--- src/design/jsv_pkg.sv ---
//------------------------------------------------------------------------------
// jsv_pkg
// Shared constants for the streaming JSON syntax validator.
//------------------------------------------------------------------------------
package jsv_pkg;

  localparam int StackDepth = 512;
  localparam int StackAw    = 9;
  localparam int OffsetBits = 32;

  // parser states
  localparam logic [4:0] S_VALUE     = 5'd0;
  localparam logic [4:0] S_ARR_FIRST = 5'd1;
  localparam logic [4:0] S_ARR_ELEM  = 5'd2;
  localparam logic [4:0] S_OBJ_FIRST = 5'd3;
  localparam logic [4:0] S_OBJ_KEY   = 5'd4;
  localparam logic [4:0] S_COLON     = 5'd5;
  localparam logic [4:0] S_OBJ_NEXT  = 5'd6;
  localparam logic [4:0] S_ARR_NEXT  = 5'd7;
  localparam logic [4:0] S_DONE      = 5'd8;
  localparam logic [4:0] S_STR       = 5'd9;
  localparam logic [4:0] S_ESC       = 5'd10;
  localparam logic [4:0] S_HEX       = 5'd11;
  localparam logic [4:0] S_HIGH_BSL  = 5'd12;
  localparam logic [4:0] S_HIGH_U    = 5'd13;
  localparam logic [4:0] S_LOW_HEX   = 5'd14;
  localparam logic [4:0] S_U8_FIRST  = 5'd15;
  localparam logic [4:0] S_U8_REST   = 5'd16;
  localparam logic [4:0] S_LIT       = 5'd17;
  localparam logic [4:0] S_NUM_SIGN  = 5'd18;
  localparam logic [4:0] S_NUM_ZERO  = 5'd19;
  localparam logic [4:0] S_NUM_INT   = 5'd20;
  localparam logic [4:0] S_NUM_DOT   = 5'd21;
  localparam logic [4:0] S_NUM_FRAC  = 5'd22;
  localparam logic [4:0] S_NUM_E     = 5'd23;
  localparam logic [4:0] S_NUM_ESIGN = 5'd24;
  localparam logic [4:0] S_NUM_EXP   = 5'd25;

  // error codes
  localparam logic [4:0] E_NONE      = 5'd0;
  localparam logic [4:0] E_TRAIL     = 5'd1;
  localparam logic [4:0] E_END       = 5'd2;
  localparam logic [4:0] E_CHAR      = 5'd3;
  localparam logic [4:0] E_DEPTH     = 5'd4;
  localparam logic [4:0] E_KEY       = 5'd5;
  localparam logic [4:0] E_COLON     = 5'd6;
  localparam logic [4:0] E_SEP       = 5'd7;
  localparam logic [4:0] E_COMMA     = 5'd8;
  localparam logic [4:0] E_CTRL      = 5'd9;
  localparam logic [4:0] E_ESC       = 5'd10;
  localparam logic [4:0] E_HEX       = 5'd11;
  localparam logic [4:0] E_HIGH      = 5'd12;
  localparam logic [4:0] E_LOW       = 5'd13;
  localparam logic [4:0] E_LONE_LOW  = 5'd14;
  localparam logic [4:0] E_U8_LEAD   = 5'd15;
  localparam logic [4:0] E_U8_SECOND = 5'd16;
  localparam logic [4:0] E_U8_CONT   = 5'd17;
  localparam logic [4:0] E_MINUS     = 5'd18;
  localparam logic [4:0] E_LZERO     = 5'd19;
  localparam logic [4:0] E_FRAC      = 5'd20;
  localparam logic [4:0] E_EXP       = 5'd21;
  localparam logic [4:0] E_LIT       = 5'd22;
  localparam logic [4:0] E_RANGE     = 5'd23;
  localparam logic [4:0] E_RANGE_U   = 5'd24;
  localparam logic [4:0] E_END_STR   = 5'd25;

  localparam logic [1:0] ST_BUSY = 2'd0;
  localparam logic [1:0] ST_OK   = 2'd1;
  localparam logic [1:0] ST_BAD  = 2'd2;

  localparam logic [1:0] LIT_TRUE  = 2'd0;
  localparam logic [1:0] LIT_FALSE = 2'd1;
  localparam logic [1:0] LIT_NULL  = 2'd2;

  // expected literal character by kind and position
  function automatic logic [7:0] lit_char(input logic [1:0] w, input logic [2:0] i);
    logic [7:0] r;
    r = 8'h00;
    unique case (w)
      LIT_TRUE: begin
        unique case (i)
          3'd0: r = "t";
          3'd1: r = "r";
          3'd2: r = "u";
          3'd3: r = "e";
          default: r = 8'h00;
        endcase
      end
      LIT_FALSE: begin
        unique case (i)
          3'd0: r = "f";
          3'd1: r = "a";
          3'd2: r = "l";
          3'd3: r = "s";
          3'd4: r = "e";
          default: r = 8'h00;
        endcase
      end
      LIT_NULL: begin
        unique case (i)
          3'd0: r = "n";
          3'd1: r = "u";
          3'd2: r = "l";
          3'd3: r = "l";
          default: r = 8'h00;
        endcase
      end
      default: r = 8'h00;
    endcase
    return r;
  endfunction

  function automatic logic [2:0] lit_len(input logic [1:0] w);
    return (w == LIT_FALSE) ? 3'd5 : 3'd4;
  endfunction

  function automatic logic is_ws(input logic [7:0] c);
    return c == 8'h20 || c == 8'h09 || c == 8'h0D || c == 8'h0A;
  endfunction

  function automatic logic is_dig(input logic [7:0] c);
    return c >= 8'h30 && c <= 8'h39;
  endfunction

endpackage

--- src/design/json_stream_validator_core.sv ---
//------------------------------------------------------------------------------
// json_stream_validator_core
// Streaming strict JSON syntax checker, one byte per transaction.
//------------------------------------------------------------------------------
// Usage:
//   s_axis: tdata[7:0] = data_byte, tuser = cmd (0 document byte, 1 end).
//   m_axis: one result per input transaction, tdata = status[1:0],
//     error_code[6:2], error_offset[38:7], nesting[48:39], zero padded.
//   cfg_we / cfg_wdata write max_nesting; write only while idle.
// Output: each result is registered in the output buffer before it is offered.
// Throughput: one byte per cycle while s_axis_tready is high. The stack pop read is
//   registered, so the top-of-stack bit is kept in a flop beside the memory and
//   refreshed from the memory read on each pop; the parser logic takes one pass
//   per byte, and a second pass in the same cycle for a number ending byte.
// Stall: the result sits in a two-entry output buffer; s_axis_tready drops
//   whenever that buffer is full; it fills while the receiver holds m_axis_tready low.
// Reset: clears parser, counters and sticky error; max_nesting returns to
//   512. The container stack is not cleared; only written entries are used.
//------------------------------------------------------------------------------
module json_stream_validator_core
  import jsv_pkg::*;
(
  input  logic        clk,
  input  logic        rst,
  input  logic        s_axis_tvalid,
  output logic        s_axis_tready,
  input  logic [7:0]  s_axis_tdata,   // data_byte[7:0]
  input  logic        s_axis_tuser,   // cmd
  output logic        m_axis_tvalid,
  input  logic        m_axis_tready,
  output logic [55:0] m_axis_tdata,   // status, error_code, error_offset, nesting
  input  logic        cfg_we,
  input  logic [9:0]  cfg_wdata
);

  logic [9:0]  max_nesting;
  logic        stack_mem [StackDepth];
  logic        top_bit;      // kind of container at depth_count-1
  logic        below_bit;    // kind at depth_count-2, read from memory
  logic [9:0]  depth_count;
  logic [4:0]  parse_state;
  logic [31:0] byte_offset;
  logic [2:0]  sub_counter;
  logic [7:0]  u8_lo, u8_hi;
  logic [15:0] hex_accum;
  logic [63:0] number_magnitude;
  logic        nf_neg, nf_ovf, nf_float;
  logic [4:0]  sticky_error;
  logic [31:0] sticky_offset;
  logic        string_is_key;
  logic [1:0]  lit_which;

  logic [4:0]  state_next;
  logic [9:0]  depth_next;
  logic [2:0]  sub_next;
  logic [7:0]  u8_lo_next, u8_hi_next;
  logic [15:0] hex_next;
  logic [63:0] mag_next;
  logic        neg_next, ovf_next, float_next;
  logic [4:0]  err_next;
  logic        key_next;
  logic [1:0]  lit_next;
  logic        push, pop, push_bit;

  // output skid buffer
  logic [55:0] ob_data [2];
  logic        ob_rd, ob_wr;
  logic [1:0]  ob_cnt;

  logic in_fire, out_fire;
  assign s_axis_tready = ob_cnt != 2'd2;
  assign in_fire  = s_axis_tvalid && s_axis_tready;
  assign m_axis_tvalid = ob_cnt != 2'd0;
  assign out_fire = m_axis_tvalid && m_axis_tready;
  assign m_axis_tdata = ob_data[ob_rd];

  logic [7:0]  c;
  logic [3:0]  dig;
  logic [4:0]  hv;
  logic        hex_ok;
  logic [15:0] hex_acc_new;
  logic [63:0] mag_x10;
  logic [64:0] mag_sum;
  logic [9:0]  limit;
  logic        cont_bit;    // kind of enclosing container after a pop
  logic        num_err;
  logic [4:0]  num_code;

  assign c   = s_axis_tdata;
  assign dig = c[3:0];

  always_comb begin
    hex_ok = 1'b1;
    hv = 5'd0;
    if (is_dig(c)) hv = {1'b0, dig};
    else if (c >= "a" && c <= "f") hv = 5'(c - 8'h57);
    else if (c >= "A" && c <= "F") hv = 5'(c - 8'h37);
    else hex_ok = 1'b0;
  end
  assign hex_acc_new = {hex_accum[11:0], hv[3:0]};
  assign mag_x10 = {number_magnitude[60:0], 3'b000} + {number_magnitude[62:0], 1'b0};
  assign mag_sum = {1'b0, mag_x10} + {61'd0, dig};
  assign limit = (max_nesting < 10'(StackDepth)) ? max_nesting : 10'(StackDepth);

  // range check at the end of an integer
  always_comb begin
    num_err = 1'b0;
    num_code = E_NONE;
    if (!nf_float) begin
      if (nf_neg) begin
        if (nf_ovf || number_magnitude > 64'h8000000000000000) begin
          num_err = 1'b1;
          num_code = E_RANGE;
        end
      end else if (nf_ovf) begin
        num_err = 1'b1;
        num_code = E_RANGE;
      end else if (number_magnitude[63]) begin
        num_err = 1'b1;
        num_code = E_RANGE_U;
      end
    end
  end

  always_comb begin
    logic [4:0] st;
    logic       reparse;
    logic       fin;     // value complete: go to the enclosing container
    logic       fin_pop; // value complete by closing a container
    logic [2:0] sc;
    logic [63:0] mag;
    logic       ng;
    logic [9:0] dc;
    state_next = parse_state;
    depth_next = depth_count;
    sub_next   = sub_counter;
    u8_lo_next = u8_lo;
    u8_hi_next = u8_hi;
    hex_next   = hex_accum;
    mag_next   = number_magnitude;
    neg_next   = nf_neg;
    ovf_next   = nf_ovf;
    float_next = nf_float;
    err_next   = E_NONE;
    key_next   = string_is_key;
    lit_next   = lit_which;
    push = 1'b0;
    pop  = 1'b0;
    push_bit = 1'b0;
    fin = 1'b0;
    fin_pop = 1'b0;
    reparse = 1'b0;
    sc = 3'd0;
    mag = 64'd0;
    ng = 1'b0;
    dc = depth_count;
    st = parse_state;
    cont_bit = top_bit;

    // first pass: number states may end and hand the byte to the next state
    if (st == S_NUM_ZERO || st == S_NUM_INT || st == S_NUM_FRAC || st == S_NUM_EXP) begin
      unique case (st)
        S_NUM_ZERO, S_NUM_INT: begin
          if (is_dig(c)) begin
            if (st == S_NUM_ZERO) err_next = E_LZERO;
            else if (!nf_ovf) begin
              if (mag_sum[64] || number_magnitude > 64'h1999999999999999) ovf_next = 1'b1;
              else mag_next = mag_sum[63:0];
            end
          end else if (c == ".") begin
            float_next = 1'b1;
            state_next = S_NUM_DOT;
          end else if (c == "e" || c == "E") begin
            float_next = 1'b1;
            state_next = S_NUM_E;
          end else reparse = 1'b1;
        end
        S_NUM_FRAC: begin
          if (c == "e" || c == "E") state_next = S_NUM_E;
          else if (!is_dig(c)) reparse = 1'b1;
        end
        default: begin
          if (!is_dig(c)) reparse = 1'b1;
        end
      endcase
      if (reparse) begin
        if (num_err) begin
          err_next = num_code;
          reparse = 1'b0;
        end else if (depth_count == 10'd0) st = S_DONE;
        else st = top_bit ? S_OBJ_NEXT : S_ARR_NEXT;
        state_next = st;
      end
    end

    if (!(st == S_NUM_ZERO || st == S_NUM_INT || st == S_NUM_FRAC || st == S_NUM_EXP)) begin
      logic sv; // start a value
      sv = 1'b0;
      unique case (st)
        S_VALUE: sv = !is_ws(c);
        S_ARR_FIRST: begin
          if (c == "]") fin_pop = 1'b1;
          else sv = !is_ws(c);
        end
        S_ARR_ELEM: begin
          if (c == "]") err_next = E_COMMA;
          else sv = !is_ws(c);
        end
        S_OBJ_FIRST, S_OBJ_KEY: begin
          if (!is_ws(c)) begin
            if (c == "}") begin
              if (st == S_OBJ_KEY) err_next = E_COMMA;
              else fin_pop = 1'b1;
            end else if (c == "\"") begin
              key_next = 1'b1;
              state_next = S_STR;
            end else err_next = E_KEY;
          end
        end
        S_COLON: begin
          if (!is_ws(c)) begin
            if (c == ":") state_next = S_VALUE;
            else err_next = E_COLON;
          end
        end
        S_OBJ_NEXT, S_ARR_NEXT: begin
          if (!is_ws(c)) begin
            if (c == ",") state_next = (st == S_OBJ_NEXT) ? S_OBJ_KEY : S_ARR_ELEM;
            else if (c == ((st == S_OBJ_NEXT) ? 8'h7D : 8'h5D)) fin_pop = 1'b1;
            else err_next = E_SEP;
          end
        end
        S_DONE: if (!is_ws(c)) err_next = E_TRAIL;
        S_STR: begin
          if (c == "\"") begin
            if (string_is_key) state_next = S_COLON;
            else fin = 1'b1;
          end else if (c == "\\") state_next = S_ESC;
          else if (c < 8'h20) err_next = E_CTRL;
          else if (c >= 8'h80) begin
            u8_lo_next = 8'h80;
            u8_hi_next = 8'hBF;
            state_next = S_U8_FIRST;
            if (c >= 8'hC2 && c <= 8'hDF) sub_next = 3'd1;
            else if (c >= 8'hE0 && c <= 8'hEF) begin
              sub_next = 3'd2;
              if (c == 8'hE0) u8_lo_next = 8'hA0;
              else if (c == 8'hED) u8_hi_next = 8'h9F;
            end else if (c >= 8'hF0 && c <= 8'hF4) begin
              sub_next = 3'd3;
              if (c == 8'hF0) u8_lo_next = 8'h90;
              else if (c == 8'hF4) u8_hi_next = 8'h8F;
            end else begin
              err_next = E_U8_LEAD;
              state_next = st;
              sub_next = sub_counter;
              u8_lo_next = u8_lo;
              u8_hi_next = u8_hi;
            end
          end
        end
        S_ESC: begin
          if (c == "\"" || c == "\\" || c == "/" || c == "b" || c == "f" || c == "n" ||
              c == "r" || c == "t") state_next = S_STR;
          else if (c == "u") begin
            hex_next = 16'd0;
            sub_next = 3'd0;
            state_next = S_HEX;
          end else err_next = E_ESC;
        end
        S_HEX, S_LOW_HEX: begin
          if (!hex_ok) err_next = E_HEX;
          else begin
            hex_next = hex_acc_new;
            sc = sub_counter + 3'd1;
            sub_next = sc;
            if (sc >= 3'd4) begin
              if (st == S_LOW_HEX) begin
                if (hex_acc_new < 16'hDC00 || hex_acc_new > 16'hDFFF) err_next = E_LOW;
                else state_next = S_STR;
              end else if (hex_acc_new >= 16'hD800 && hex_acc_new <= 16'hDBFF)
                state_next = S_HIGH_BSL;
              else if (hex_acc_new >= 16'hDC00 && hex_acc_new <= 16'hDFFF)
                err_next = E_LONE_LOW;
              else state_next = S_STR;
            end
          end
        end
        S_HIGH_BSL: begin
          if (c == "\\") state_next = S_HIGH_U;
          else err_next = E_HIGH;
        end
        S_HIGH_U: begin
          if (c == "u") begin
            hex_next = 16'd0;
            sub_next = 3'd0;
            state_next = S_LOW_HEX;
          end else err_next = E_HIGH;
        end
        S_U8_FIRST: begin
          if (c < u8_lo || c > u8_hi) err_next = E_U8_SECOND;
          else begin
            sub_next = sub_counter - 3'd1;
            state_next = (sub_counter == 3'd1) ? S_STR : S_U8_REST;
          end
        end
        S_U8_REST: begin
          if (c[7:6] != 2'b10) err_next = E_U8_CONT;
          else begin
            sub_next = sub_counter - 3'd1;
            if (sub_counter == 3'd1) state_next = S_STR;
          end
        end
        S_LIT: begin
          if (sub_counter >= lit_len(lit_which) || c != lit_char(lit_which, sub_counter))
            err_next = E_LIT;
          else begin
            sub_next = sub_counter + 3'd1;
            if (sub_counter + 3'd1 == lit_len(lit_which)) fin = 1'b1;
          end
        end
        S_NUM_SIGN: begin
          if (c == "0") state_next = S_NUM_ZERO;
          else if (is_dig(c)) begin
            mag_next = {60'd0, dig};
            state_next = S_NUM_INT;
          end else err_next = E_MINUS;
        end
        S_NUM_DOT: begin
          if (is_dig(c)) state_next = S_NUM_FRAC;
          else err_next = E_FRAC;
        end
        S_NUM_E: begin
          if (c == "+" || c == "-") state_next = S_NUM_ESIGN;
          else if (is_dig(c)) state_next = S_NUM_EXP;
          else err_next = E_EXP;
        end
        S_NUM_ESIGN: begin
          if (is_dig(c)) state_next = S_NUM_EXP;
          else err_next = E_EXP;
        end
        default: err_next = E_END;
      endcase

      if (sv) begin
        mag = 64'd0;
        ng = 1'b0;
        mag_next = 64'd0;
        neg_next = 1'b0;
        ovf_next = 1'b0;
        float_next = 1'b0;
        sub_next = 3'd1;
        if (c == "{" || c == "[") begin
          if (depth_count >= limit) err_next = E_DEPTH;
          else begin
            push = 1'b1;
            push_bit = (c == "{");
            depth_next = depth_count + 10'd1;
            state_next = (c == "{") ? S_OBJ_FIRST : S_ARR_FIRST;
          end
        end else if (c == "\"") begin
          key_next = 1'b0;
          state_next = S_STR;
        end else if (c == "t") begin
          lit_next = LIT_TRUE;
          state_next = S_LIT;
        end else if (c == "f") begin
          lit_next = LIT_FALSE;
          state_next = S_LIT;
        end else if (c == "n") begin
          lit_next = LIT_NULL;
          state_next = S_LIT;
        end else if (c == "-") begin
          ng = 1'b1;
          neg_next = ng;
          state_next = S_NUM_SIGN;
        end else if (c == "0") state_next = S_NUM_ZERO;
        else if (is_dig(c)) begin
          mag = {60'd0, dig};
          mag_next = mag;
          state_next = S_NUM_INT;
        end else err_next = E_CHAR;
      end
    end

    if (fin_pop) begin
      pop = depth_count != 10'd0;
      dc = pop ? depth_count - 10'd1 : depth_count;
      depth_next = dc;
      cont_bit = below_bit;
      if (dc == 10'd0) state_next = S_DONE;
      else state_next = below_bit ? S_OBJ_NEXT : S_ARR_NEXT;
    end else if (fin) begin
      if (depth_count == 10'd0) state_next = S_DONE;
      else state_next = top_bit ? S_OBJ_NEXT : S_ARR_NEXT;
    end
  end

  // end-of-document verdict
  logic [4:0] end_err;
  always_comb begin
    end_err = E_NONE;
    unique case (parse_state)
      S_DONE: end_err = E_NONE;
      S_NUM_ZERO, S_NUM_INT, S_NUM_FRAC, S_NUM_EXP: begin
        if (num_err) end_err = num_code;
        else if (depth_count != 10'd0) end_err = E_END;
      end
      S_NUM_SIGN: end_err = E_MINUS;
      S_NUM_DOT: end_err = E_FRAC;
      S_NUM_E, S_NUM_ESIGN: end_err = E_EXP;
      S_LIT: end_err = E_LIT;
      S_HIGH_BSL, S_HIGH_U: end_err = E_HIGH;
      S_STR, S_ESC, S_HEX, S_LOW_HEX, S_U8_FIRST, S_U8_REST: end_err = E_END_STR;
      default: end_err = E_END;
    endcase
  end

  logic        active;
  logic [4:0]  res_err;
  logic [31:0] res_off;
  logic [9:0]  res_nest;
  logic [1:0]  res_status;
  assign active = in_fire && sticky_error == E_NONE;

  always_comb begin
    res_err = sticky_error;
    res_off = sticky_offset;
    if (sticky_error == E_NONE) begin
      if (s_axis_tuser && end_err != E_NONE) begin
        res_err = end_err;
        res_off = byte_offset;
      end else if (!s_axis_tuser && err_next != E_NONE) begin
        res_err = err_next;
        res_off = byte_offset;
      end
    end
    if (s_axis_tuser) begin
      res_status = (res_err != E_NONE) ? ST_BAD : ST_OK;
      res_nest = 10'd0;
    end else begin
      res_status = (res_err != E_NONE) ? ST_BAD : ST_BUSY;
      res_nest = (active && err_next == E_NONE) ? depth_next : depth_count;
    end
  end

  // depth after this edge; the memory read for the entry below the new top
  // is registered so below_bit is ready for a pop on the next byte
  logic [9:0] depth_d;
  always_comb begin
    depth_d = depth_count;
    if (rst || (in_fire && s_axis_tuser)) depth_d = 10'd0;
    else if (active && err_next == E_NONE) depth_d = depth_next;
  end

  // stack memory: one write and one registered read per cycle; a push
  // writes the new top while the read fetches the old top, never the same entry
  always_ff @(posedge clk) begin
    if (active && !s_axis_tuser && err_next == E_NONE && push)
      stack_mem[StackAw'(depth_count)] <= push_bit;
    below_bit <= stack_mem[StackAw'(depth_d - 10'd2)];
  end

  always_ff @(posedge clk) begin
    if (rst) begin
      max_nesting <= 10'd512;
    end else if (cfg_we) begin
      max_nesting <= cfg_wdata;
    end
  end

  always_ff @(posedge clk) begin
    if (rst || (in_fire && s_axis_tuser)) begin
      depth_count <= 10'd0;
      parse_state <= S_VALUE;
      byte_offset <= 32'd0;
      sub_counter <= 3'd0;
      u8_lo <= 8'h80;
      u8_hi <= 8'hBF;
      hex_accum <= 16'd0;
      number_magnitude <= 64'd0;
      nf_neg <= 1'b0;
      nf_ovf <= 1'b0;
      nf_float <= 1'b0;
      sticky_error <= E_NONE;
      sticky_offset <= 32'd0;
      string_is_key <= 1'b0;
      lit_which <= LIT_TRUE;
      top_bit <= 1'b0;
    end else if (in_fire) begin
      byte_offset <= byte_offset + 32'd1;
      if (active) begin
        if (err_next != E_NONE) begin
          sticky_error <= err_next;
          sticky_offset <= byte_offset;
          // state partly updated before a number range error is harmless:
          // the document is dead until end
        end else begin
          parse_state <= state_next;
          depth_count <= depth_next;
          sub_counter <= sub_next;
          u8_lo <= u8_lo_next;
          u8_hi <= u8_hi_next;
          hex_accum <= hex_next;
          number_magnitude <= mag_next;
          nf_neg <= neg_next;
          nf_ovf <= ovf_next;
          nf_float <= float_next;
          string_is_key <= key_next;
          lit_which <= lit_next;
          if (push) top_bit <= push_bit;
          else if (pop) top_bit <= cont_bit;
        end
      end
    end
  end

  always_ff @(posedge clk) begin
    if (rst) begin
      ob_rd <= 1'b0;
      ob_wr <= 1'b0;
      ob_cnt <= 2'd0;
    end else begin
      if (in_fire) ob_wr <= ~ob_wr;
      if (out_fire) ob_rd <= ~ob_rd;
      ob_cnt <= ob_cnt + {1'b0, in_fire} - {1'b0, out_fire};
    end
  end

  always_ff @(posedge clk) begin
    if (in_fire) ob_data[ob_wr] <= {7'd0, res_nest, res_off, res_err, res_status};
  end

`ifndef NO_ASSERTIONS
  a_depth_limit: assert property (@(posedge clk) disable iff (rst)
    depth_count <= 10'(StackDepth))
    else $error("depth above stack size");
  a_sticky_hold: assert property (@(posedge clk) disable iff (rst)
    (sticky_error != E_NONE && !(in_fire && s_axis_tuser)) |=> $stable(sticky_error))
    else $error("sticky error changed");
  a_end_clears: assert property (@(posedge clk) disable iff (rst)
    (in_fire && s_axis_tuser) |=> (depth_count == 10'd0 && sticky_error == E_NONE))
    else $error("end did not clear document state");
  a_buf_count: assert property (@(posedge clk) disable iff (rst)
    ob_cnt != 2'd3)
    else $error("output buffer overflow");
`endif

endmodule

--- config.mk ---
export PLATFORM = sky130hd
export DESIGN_NAME = json_stream_validator_core
export DESIGN_NICKNAME = d
export VERILOG_FILES = /design/src/design/jsv_pkg.sv /design/src/design/json_stream_validator_core.sv
export SDC_FILE = /design/constraint.sdc
export NUM_CORES = 2
export LEC_CHECK = 0
export BUFFER_PORTS_ARGS = -buffer_cell sky130_fd_sc_hd__buf_2
export CAP_MARGIN = 30
export CORE_AREA = 3 3 265 267
export DETAILED_ROUTE_END_ITERATION = 10
export DIE_AREA = 0 0 268 270
export PLACE_DENSITY = 0.81
export SLEW_MARGIN = 20
export SYNTH_ARGS = -nofsm -noshare
export SYNTH_HDL_FRONTEND = slang
export SYNTH_SLANG_ARGS = --single-unit
--- constraint.sdc ---
create_clock -name clk -period 36.3 [get_ports clk]
set_input_delay 5.445 -clock clk [delete_from_list [all_inputs] [get_ports clk]]
set_output_delay 5.445 -clock clk [all_outputs]
set_load 0.01 [all_outputs]
==> out/results.tsv <==
metric	value	unit
post-CTS clock slew at the launch and capture registers of the worst setup and hold paths	0.06	ns
layout overhead on the synthesized area	8.32	%
dpl ws	20.64	ns
sequential standard cell area	22100	sq um
via count of the first global-routing pass	34409	
Yosys top cell area share	41.5	%
share of layout cells above drive strength 1	10.2	%
Post-CTS Hold Buffers	0	
Iteration-0 DRC Markers	4728	
Clk Tree Root Cell	clkbuf_16	
detailed-routing iteration count for the pre-antenna-repair pass	6	
crit start category	input pin	
worst slew slack as a fraction of its limit	28.1	%
sequential power share	50.0	%
Internal Power	1.54	mW
worst slew pin tran	1.08	ns
RSZ-0062 raised after global routing	false	
clock tree from TritonCTS	yes	
number of clock buffers inserted by TritonCTS	82	
share of synthesized registers carrying an async set or reset	0	%
highest ir drop seen on vdd	0.0402	mV
Gate power share	7.5	%
register-to-register setup slack	24.98	ns
dominant cells by area after synthesis	edfxtp_1 42%, dfxtp_1 8.6%, nor2_1 7.1%	
multi-input gate area in the final layout	20500	sq um
final-layout fill cell count	5062	
count of buffers inserted at the top-level ports	74	
chip height	270	um
critical path fanouts, max	94	
Hold Violations, Final	0	
list of most frequent post-synthesis cells	834 x nor2_1, 610 x edfxtp_1, 422 x nand2_1	
flops & latches, synth	800	
later-pin clock latency in the skew report	0.66	ns
num ports	82	
Chip Width	268	um
data required time of the worst path	36.78	ns
syn_area_per_cell	9.71	sq um
predominant post-synthesis flop cell	edfxtp_1	
number of instances in the synthesized netlist	4542	
run status	finished, final reports clean	
max-slew violation total from the final report	0	
number of levels the H-tree was split into	3	
number of warnings issued by yosys	0	
Via Count	36384	
switching power of the nets	0.464	mW
number of enable flip-flop cells after synthesis	610	
via density per instance	6.71	
startpoint of the worst setup timing path	s_axis_tdata[0]	
kind of capture point of the worst setup path	flip-flop	
average wire per cell in the routed design	23.2	um
Final Power	2.01	mW
dominant cell by count in the synthesized netlist	nor2_1	
net count reported at finish	4590	
final cell utilization of the core	69.9	%
length in cells of the worst reg-to-reg path	29	
Bufs on Longest Clock Path	3	
count of distinct cell types in the synthesized netlist	112	
placeable core region	68300	sq um
first-pass GRT wire length	193	mm
total overflow reported by the global router	0	
total leakage power	17.3	nW
initial antenna violation count	0	
TritonCTS Sinks	800	
setup clock skew after layout	0.0604	ns
part of the total power dissipated in the clock network	42.5	%
worst hold path depth	2	
synthesized area	44100	sq um
dominant cell type by area after synthesis	edfxtp_1	
CP most frequent cell	buf_4	
overall global routing resource usage	33.9	%
Worst Setup Slack, final	21.01	ns
sequential-to-total area share from yosys stat	50.2	%
Hold Path Origin	hex_accum[5]$_SDFFE_PP0P_	
routability-driven placement congestion ratio	1.02	
count of final setup violators	0	
Slowest-stage cell, CP	buf_4	
antenna-violating nets left	0	
crit path kind	input pin to flip-flop	
starting density of the core	64.5	%
post-CTS resize count	0	
slowest stage delay, CP	0.91	ns
Reg-to-Reg End	below_bit$_DFF_P_	
Total Negative Setup Slacks	0	ns
switching part of the total	23.1	%
Rows	96	
post-CTS setup-driven buffer insertion count	0	
estimated wirelength of the detail-placed design	78.4	mm
arrival time worst endpoint	15.77	ns
post-layout min period	15.29	ns
Die Footprint	72400	sq um
pin count of the biggest net entering global routing	292	
drt total wl	126	mm
reg-to-reg critical path startpoint	depth_count[0]$_SDFFE_PP0P_	
number of max-cap violations	0	
pwr dens	42.0	nW/um^2
highest clock rate	0.0654	GHz
classification of the worst-slack hold path	flip-flop to flip-flop	
worst hold path endpoint	hex_accum[5]$_SDFFE_PP0P_	
number of remaining DRC errors	0	
final period utilization	42.1	%
## cell families (layout without fill, tap and decap cells)
group                      Yosys count  after routing  synth area share (%)
AOI/OAI and AO/OA                  895            895                  14.1
xor gates and xnor gates           151            151                  3.02
adders and majority gates           97             97                  2.79
buffers and inverters              393            380                  3.67
DFF                                800            800                  50.2
muxes                              192            192                  5.20
other                                1              9               0.00850
and+or+nand+nor                   2013           2013                  21.0
## through the flow
step	instances	hold WS, ns	cell area, sq um
3_5_place_dp	5261	0.445	44900
2_1_floorplan	4548	0.427	44100
5_1_grt	5417	0.475	47800
6_report	5419	0.452	47800
4_1_cts	5411	0.451	47700
3_3_place_gp	5255	0.439	44900
## cell usage in the layout (no fill, tap or decap), drive strengths merged, types with 48 or more instances in the layout
master    n
a211oi   61
a21o     48
a21oi   192
a22o     63
a31oi    57
and3     70
buf     150
clkbuf  108
dfxtp   190
edfxtp  610
ha       95
inv      78
mux2     90
mux2i    83
nand2   425
nand3   156
nor2    836
nor3    156
o211ai   73
o21ai   151
or3      88
xnor2    85
xor2     66
## routing by layer
metal | up-vias | share of wire (%) | track usage (%)
li1 | 16461 | - | -
met1 | 17417 | 39 | 46.7
met2 | 2157 | 46 | 53.8
met3 | 349 | 11 | 6.91
met4 | 0 | 3.5 | 11.6
met5 | - | 0 | 0
## flip-flops by register name, indices dropped and copies added, names as in the netlist, 2 cells and up, named ones only
register          count
parse_state           5
depth_count          10
sticky_offset        32
lit_which             2
ob_data              98
u8_lo                 2
hex_accum            12
ob_cnt                2
max_nesting          10
u8_hi                 2
sticky_error          5
sub_counter           3
number_magnitude     64
stack_mem           512
byte_offset          32
## how the worst max path moves through the flow
stage	depth (start not counted)	to	slack [ns]
2_1_floorplan	12	stack_mem[0]$_DFFE_PP_	14.09
3_3_place_gp	30	below_bit$_DFF_P_	20.89
3_5_place_dp	30	below_bit$_DFF_P_	20.64
4_1_cts	30	below_bit$_DFF_P_	21.28
5_1_grt	30	below_bit$_DFF_P_	20.46
6_report	30	below_bit$_DFF_P_	21.01
## area by class of cell
| cell class | count | share of cell area (%) |
|---|---|---|
| diodes | 2 | 0.0105 |
| clock buffers | 107 | 4.77 |
| clock inverters | 43 | 0.922 |
| inverters | 79 | 0.623 |
| multi-input cells | 3355 | 42.9 |
| flip-flops and latches | 800 | 46.3 |
| well taps | 882 | 2.31 |
| repair buffers | 151 | 2.18 |
## critical path, delay by kind of cell
kind	cells	cell delay [ns]
adders and majority gates	2	0.98
buffers and inverters	6	3.39
muxes	2	0.88
AOI/OAI and AO/OA	15	3.79
and+or+nand+nor	5	1.20
## power groups by stage
stage / Sequential, mW / Clock [mW] / Combinational, mW
global placement: 1.02 / 0 / 0.147
finish: 1.00 / 0.852 / 0.151
detailed placement: 1.02 / 0 / 0.150
global route: 1.00 / 0.891 / 0.162
floorplan: 1.02 / 0 / 0.101
CTS: 1.00 / 0.857 / 0.151
No activity file was read; power rests on OpenSTA's default activity.
